## config.mk

```make
export PLATFORM = sky130hd
export DESIGN_NAME = qslerp_cordic
export DESIGN_NICKNAME = d
export VERILOG_FILES = /design/src/hw/rtl/assert_macros.svh /design/src/hw/rtl/qslerp_pkg.sv /design/src/hw/rtl/qslerp_cordic.sv
export SDC_FILE = /design/constraint.sdc
export NUM_CORES = 2
export LEC_CHECK = 0
export ABC_AREA = 1
export BUFFER_PORTS_ARGS = -buffer_cell sky130_fd_sc_hd__buf_2
export CAP_MARGIN = 20
export CORE_AREA = 4 4 399 401
export CTS_BUF_LIST = sky130_fd_sc_hd__clkbuf_4 sky130_fd_sc_hd__clkbuf_8
export DETAILED_ROUTE_END_ITERATION = 12
export DIE_AREA = 0 0 403 405
export MAX_ROUTING_LAYER = met4
export PLACE_DENSITY = 0.65
export SETUP_SLACK_MARGIN = 0.02
export SKIP_CTS_REPAIR_TIMING = 1
export SLEW_MARGIN = 20
export SYNTH_ARGS = -nofsm -noshare
export SYNTH_HDL_FRONTEND = slang
export SYNTH_SLANG_ARGS = --single-unit
```

## constraint.sdc

```tcl
create_clock -name clk -period 3.85 [get_ports clk]
set_input_delay 0.385 -clock clk [delete_from_list [all_inputs] [get_ports clk]]
set_output_delay 0.385 -clock clk [all_outputs]
set_load 0.05 [all_outputs]
```

## src/hw/rtl/assert_macros.svh

```systemverilog
// Assertion macros shared by the quaternion slerp RTL.
// No dependencies; expects clk and arst_n in the including module.
`ifndef ASSERT_MACROS_SVH
`define ASSERT_MACROS_SVH

// property checked every clock, off while in reset
`define QS_ASSERT(label, prop, msg) \
	label: assert property (@(posedge clk) disable iff (!arst_n) prop) else $error(msg);

// antecedent now implies consequent on the next clock
`define QS_ASSERT_NEXT(label, pre, post, msg) \
	label: assert property (@(posedge clk) disable iff (!arst_n) pre |=> post) else $error(msg);

`endif

```

## src/hw/rtl/qslerp_pkg.sv

```systemverilog
// Types, widths and the arctangent table for the quaternion slerp pipeline.
// No dependencies.
package qslerp_pkg;

	localparam int FRAC    = 14;
	localparam int ONE     = 1 << FRAC;
	localparam int IO_W    = 16;
	localparam int XY_W    = 20;
	localparam int Z_W     = 18;
	localparam int TF_W    = 15;
	localparam int C_W     = 15;
	localparam int SQ_W    = 30;
	localparam int ROOT_W  = 15;
	localparam int DOT_W   = 35;
	localparam int DIV_W   = 36;
	localparam int QUO_W   = 15;
	localparam int K_W     = 18;
	localparam int PROD_W  = K_W + IO_W;
	localparam int LIMIT_W = 15;
	localparam int ATAN_N  = 24;

	typedef enum logic [1:0] {
		MODE_PASS_P,
		MODE_PASS_Q,
		MODE_BLEND
	} mode_t;

	typedef struct packed {
		logic [3:0][IO_W-1:0] p;
		logic [3:0][IO_W-1:0] q;
		logic [TF_W-1:0]      tf;
		mode_t                mode;
		logic                 neg;
		logic                 lin;
	} side_t;

	localparam logic [31:0] ATAN_Q30 [ATAN_N] = '{
		32'd843314857, 32'd497837829, 32'd263043837, 32'd133525159, 32'd67021687,
		32'd33543516, 32'd16775851, 32'd8388437, 32'd4194283, 32'd2097149,
		32'd1048576, 32'd524288, 32'd262144, 32'd131072, 32'd65536, 32'd32768,
		32'd16384, 32'd8192, 32'd4096, 32'd2048, 32'd1024, 32'd512, 32'd256, 32'd128
	};

	// atan(2^-i) in Q(FRAC), rounded half up from Q30
	function automatic logic signed [Z_W-1:0] atan_f(input int i);
		logic [32:0] v;
		v = {1'b0, ATAN_Q30[i]} + (33'd1 << (29 - FRAC));
		return Z_W'(v >> (30 - FRAC));
	endfunction

endpackage

```

## src/hw/rtl/qslerp_cordic.sv

```systemverilog
// Pipelined CORDIC, one micro-rotation per register stage, LANES lanes in step.
// Depends on qslerp_pkg (widths, arctangent table).
module qslerp_cordic #(
	parameter int STEPS  = 16,
	parameter bit VECTOR = 1'b0,
	parameter int LANES  = 1,
	parameter int SIDE_W = 1
) (
	input  logic                                clk,
	input  logic                                arst_n,
	input  logic                                in_valid,
	input  logic signed [qslerp_pkg::XY_W-1:0]  in_x [LANES],
	input  logic signed [qslerp_pkg::XY_W-1:0]  in_y [LANES],
	input  logic signed [qslerp_pkg::Z_W-1:0]   in_z [LANES],
	input  logic [SIDE_W-1:0]                   in_side,
	output logic                                out_valid,
	output logic signed [qslerp_pkg::XY_W-1:0]  out_x [LANES],
	output logic signed [qslerp_pkg::XY_W-1:0]  out_y [LANES],
	output logic signed [qslerp_pkg::Z_W-1:0]   out_z [LANES],
	output logic [SIDE_W-1:0]                   out_side
);
	import qslerp_pkg::*;

	localparam int N = (STEPS > ATAN_N) ? ATAN_N : STEPS;

	logic signed [XY_W-1:0] xs [N+1][LANES];
	logic signed [XY_W-1:0] ys [N+1][LANES];
	logic signed [Z_W-1:0]  zs [N+1][LANES];
	logic [SIDE_W-1:0]      side_s [N+1];
	logic [N:0]             v_s;

	assign v_s[0]    = in_valid;
	assign side_s[0] = in_side;

	genvar k, l;
	generate
		for (l = 0; l < LANES; l++) begin : g_in
			assign xs[0][l] = in_x[l];
			assign ys[0][l] = in_y[l];
			assign zs[0][l] = in_z[l];
			assign out_x[l] = xs[N][l];
			assign out_y[l] = ys[N][l];
			assign out_z[l] = zs[N][l];
		end
		for (k = 0; k < N; k++) begin : g_step
			always_ff @(posedge clk or negedge arst_n) begin
				if (!arst_n) begin
					v_s[k+1] <= 1'b0;
				end else begin
					v_s[k+1] <= v_s[k];
				end
			end
			always_ff @(posedge clk) begin
				side_s[k+1] <= side_s[k];
			end
			for (l = 0; l < LANES; l++) begin : g_lane
				logic ccw;
				logic signed [XY_W-1:0] dx, dy;
				assign ccw = VECTOR ? !(ys[k][l] > 0) : (zs[k][l] >= 0);
				assign dx  = ys[k][l] >>> k;
				assign dy  = xs[k][l] >>> k;
				always_ff @(posedge clk) begin
					if (ccw) begin
						xs[k+1][l] <= xs[k][l] - dx;
						ys[k+1][l] <= ys[k][l] + dy;
						zs[k+1][l] <= zs[k][l] - atan_f(k);
					end else begin
						xs[k+1][l] <= xs[k][l] + dx;
						ys[k+1][l] <= ys[k][l] - dy;
						zs[k+1][l] <= zs[k][l] + atan_f(k);
					end
				end
			end
		end
	endgenerate

	assign out_valid = v_s[N];
	assign out_side  = side_s[N];

endmodule

```

# Word-level counts from Yosys, hierarchy flattened
# Index checks and enable logic that the tools add are counted.
# word_totals
input_bits	62
mem_count	0
elab_cells	239
latch_bits	0
reg_bits	960
rom_bits	0
ramBits	0
# op_classes
n_lt_le_gt_ge	16
bitwise_logic	0
n_mul	0
n_shift	0
eq_ne	0
n_reduce_logical	0
n_mux	48
n_addsub	95
div_mod_pow	0
# op_table
cell	n
2-to-1 mux 20 bit	32
greater-or-equal comparator 18 x 1 -> 1 bit (second input constant)	16
2-to-1 mux 18 bit	16
adder 20 x 10 -> 20 bit	2
adder 20 x 11 -> 20 bit	2
adder 20 x 12 -> 20 bit	2
adder 20 x 13 -> 20 bit	2
adder 20 x 14 -> 20 bit	2
adder 20 x 15 -> 20 bit	2
adder 20 x 16 -> 20 bit	2
adder 20 x 17 -> 20 bit	2
adder 20 x 18 -> 20 bit	2
adder 20 x 19 -> 20 bit	2
adder 20 x 5 -> 20 bit	2
adder 20 x 6 -> 20 bit	2
adder 20 x 7 -> 20 bit	2
adder 20 x 8 -> 20 bit	2
adder 20 x 9 -> 20 bit	2
subtractor 20 x 10 -> 20 bit	2
subtractor 20 x 11 -> 20 bit	2
subtractor 20 x 12 -> 20 bit	2
subtractor 20 x 13 -> 20 bit	2
subtractor 20 x 14 -> 20 bit	2
subtractor 20 x 15 -> 20 bit	2
other kinds (39)	53

# Longest topological paths before layout
# logic_depth
word_depth	2
ltp_mapped	23
ltp_nobuf	22

# Least setup slack after synthesis
# No wires, ideal clock.
# synth_timing
path_kind	register to register
from	reg zs[53] (netlist name)
to	reg xs, in the netlist g_step[15].g_lane[0].dy[1]
path_stages_with_launch	17
period_less_slack_ns	2.884
t_arrival_ns	2.772
setup_slack_ns	0.966
path_cell_list	dfxtp_1 inv_1 ha_1 nor3b_1 nand3_2 nand2_4 buf_2 o21ai_0 fa_1 nand3_1 nand2_1 a21boi_0 o21ai_1 nand2_1 nand2_1 nand2_1 nand2_1
# synth_between
elab_chain_cells	2
# synth_rtl
item	line	rtl
start, declared	qslerp_cordic.sv:28	logic signed [Z_W-1:0] zs [N+1][LANES];
start signal, assigned by index	qslerp_cordic.sv:66	zs[k+1][l] <= zs[k][l] - atan_f(k);
start signal, assigned by index	qslerp_cordic.sv:70	zs[k+1][l] <= zs[k][l] + atan_f(k);
greater-or-equal comparator 18 x 1 -> 1 bit	qslerp_cordic.sv:59	assign ccw = VECTOR ? !(ys[k][l] > 0) : (zs[k][l] >= 0);
2-to-1 mux 20 bit	qslerp_cordic.sv:63	if (ccw) begin
end signal, assigned by index	qslerp_cordic.sv:64	xs[k+1][l] <= xs[k][l] - dx;
end signal, assigned by index	qslerp_cordic.sv:68	xs[k+1][l] <= xs[k][l] + dx;
end, declared	qslerp_cordic.sv:26	logic signed [XY_W-1:0] xs [N+1][LANES];
# Every way passes these cells.

# Worst setup path after layout
# layout_timing
from	reg zs[53] (netlist name)
to	reg ys[32] (netlist name)
# layout_between
elab_chain_cells	2
# layout_rtl
item	line	rtl
greater-or-equal comparator 18 x 1 -> 1 bit	qslerp_cordic.sv:59	
2-to-1 mux 20 bit	qslerp_cordic.sv:63	
end signal, assigned by index	qslerp_cordic.sv:65	ys[k+1][l] <= ys[k][l] + dy;
end signal, assigned by index	qslerp_cordic.sv:69	ys[k+1][l] <= ys[k][l] - dy;
end, declared	qslerp_cordic.sv:27	logic signed [XY_W-1:0] ys [N+1][LANES];
# Every way passes these cells.

==> impl_metrics.toml <==
[worst_setup_path]
cp.required_ps = 4650
crit_buf_inv = 2
path_class = "reg -> reg"
critPathSlowestCell = "dfxtp_2"
cp_cell_sequence = "inv_1 > ha_1 > nor3b_1 > nand3_2 > nand2_4 > nor2_1 > xor2_1 > inv_1 > ha_1 > a21oi_1 > nand2_1 > a21boi_0 > o21ai_1 > nand2_1 > nand2_1 > nand2_1 > nand2_1"
max_stage_delay_ps = 400
worstPathArrival_ps = 4330
start_kind = "flop"
cp-end-kind = "flop"
cp_top_family = "simple AND/OR/NAND/NOR gates"
crit_fanout = 17
worst_path_most_repeated_cell = "nand2_1"

[floorplan]
rows = 145
start_util_pct = 49.7
dieHeight_um = 405
die_w_um = 403
die_area_sq_um = 163000
core_sq_um = 156000
io-pin-count = 122

[flow_run]
cap_violations = 0

[run_status]
violations = "antenna violations"
outcome = "finished, violations left"

[finish]
nFillCells = 15733
final_common_cell = "nand2_1"
final_nets = 12806
fin_util_pct = 54.2
finalNonFillerCells = 13994
syn2layout_area_growth_pct = 9.16
multiInputGateArea_sq_um = 51400
final_cell_mix = "2978 x nand2_1, 1541 x inv_1, 1163 x nor2_1, 942 x dfxtp_1, 907 x ha_1"
seq_area_sq_um = 19300
drive_gt1_share_pct = 5.24

[drt]
drtIter0Drc = 5441
drtPass1Iterations = 6
vias_per_cell = 5.33
postRouteAntennaNets = 1
wl_um = 242000
routedWlPerCell_um = 17.3
vias = 74522
drc = 0

[placement]
numPlacedInstances = 13637
pre_cts_slack_ps = 148
gp_congestion = 0.988
placement.io_buffers = 121
place.detailed.hpwl_um = 204000

[clocking]
clockBufferDepth = 3
cts_buffers = 172
cts_tree = "built"
worstSkewPairLatency_ps = 940
clock_sinks = 959
clk_pin_slew_ps = 60
cts_root_buf = "clkbuf_8"
htreeDepth = 4

[synthesis]
synth_edf_count = 0
ys_ff_latch = 959
yosys-top-cells-area = "dfxtp_1 24%, ha_1 15%, nand2_1 14%, inv_1 7.5%, xor2_1 7.1%"
syn_inst = 11522
synth-warning-count = 0
yosysSeqAreaShare_pct = 24.9
synth_ff_type = "dfxtp_1"
syn_area_sq_um = 77300
synth_top_cell_area_share_pct = 24.4
synth_top_cell_by_area = "dfxtp_1"
ys_async_sr_fraction_pct = 1.67
synth_nets = 12540
synth_cell_type_count = 55
syn_area_per_cell_sq_um = 6.71

[sta]
fin_ws_ps = 317
maxSlewViolCount = 0
timing_hold_violations_final = 0
finalSetupTns_ps = 0
tightest_slew_ps = 702
max_slew_margin_pct = 52.7
max_freq_ghz = 0.283
period_share_pct = 91.8
fin_skew_ps = 52.1
finalSetupViolCount = 0
min_period_ps = 3530

[grt]
grt_util_all_layers_pct = 29.8
grt_pass1_wl_um = 381000
grt_max_degree = 41
grt-ovfl-total = 0
first_global_vias = 71292
antenna_found_initial = 5

[worst_hold_path]
hp-class = "in -> reg"
[worst paths after layout]
kind                              startpoint                 to  slack, ps  cells after the start
max in group asynchronous             arst_n   v_s[3]$_DFF_PN0_       2790                      3
setup reg to reg              zs[53]$_DFF_P_     ys[32]$_DFF_P_        320                     17
setup / recovery              zs[53]$_DFF_P_     ys[32]$_DFF_P_        320                     17
min in group asynchronous             arst_n  v_s[15]$_DFF_PN0_        610                      3
hold reg to reg            side_s[1]$_DFF_P_   out_side$_DFF_P_        310                      0
hold / removal                      in_z[16]    zs[286]$_DFF_P_         60                      5
[stage by stage]
stage               hold slack [ps]  instance area (sq um)
floorplan                      89.4                  77300
global placement                293                  80100
detailed placement              312                  80100
CTS                            -709                  84000
global route                   49.6                  84400
finish                         62.7                  84400
[registers in the layout, summed over array words and instances (netlist names)]
register          flops
xs                  119
g_step.g_lane.dx    180
side_s               15
out_side              1
out_z                18
out_y                20
zs                  270
out_valid             1
out_x                20
v_s                  15
g_step.g_lane.dy    180
ys                  120
[cells in the mapped netlist (all sizes together), types with 11 or more instances]
master / n
a21boi: 74
a21o: 77
a21oi: 784
a31oi: 55
and2: 12
buf: 125
dfrtp: 16
dfxtp: 943
fa: 49
ha: 907
inv: 1556
nand2: 3011
nand3: 880
nand3b: 58
nand4: 86
nor2: 1173
nor3: 215
nor3b: 12
nor4: 45
o21a: 11
o21ai: 475
o21bai: 108
or2: 14
xnor2: 177
xor2: 625
[routing by layer]
layer | vias to the layer above | share of wire [%] | track usage [%]
met5 | - | 0 | -
met4 | 0 | 3.5 | 10.1
met3 | 468 | 5.4 | 3.80
met2 | 2063 | 44 | 47.6
met1 | 34103 | 47 | 39.1
li1 | 37888 | - | -
[final cells by class]
type	count	area share, %
clock inverter	77	1.02
multi-input combinational	8880	60.8
timing repair buffer	219	1.69
clock buffer	237	3.63
tap	2058	3.05
inverter	1556	6.92
sequential	959	22.8
antenna	8	0.0237
[worst register-to-register path, cell delays in order, from the launching register on]
cell and delay [ps]:
dfxtp_2 400, inv_1 120, ha_1 160, nor3b_1 230, nand3_2 280, nand2_4 280, nor2_1 90, xor2_1 250
inv_1 80, ha_1 360, a21oi_1 230, nand2_1 110, a21boi_0 320, o21ai_1 200, nand2_1 120, nand2_1 60
nand2_1 60, nand2_1 70
[cell families after synthesis]
kind of cell,after synthesis,synth area share [%]
and+or+nand+nor,5513,29.7
buffers and inverters,1683,8.70
AOI/OAI and AO/OA,1609,11.7
DFF,959,24.9
adders and majority gates,956,15.9
xor gates and xnor gates,802,9.08
Power is left out: the tool's default activity adds up to more than one toggle a clock period on the data nets, which glitch-free logic cannot reach.
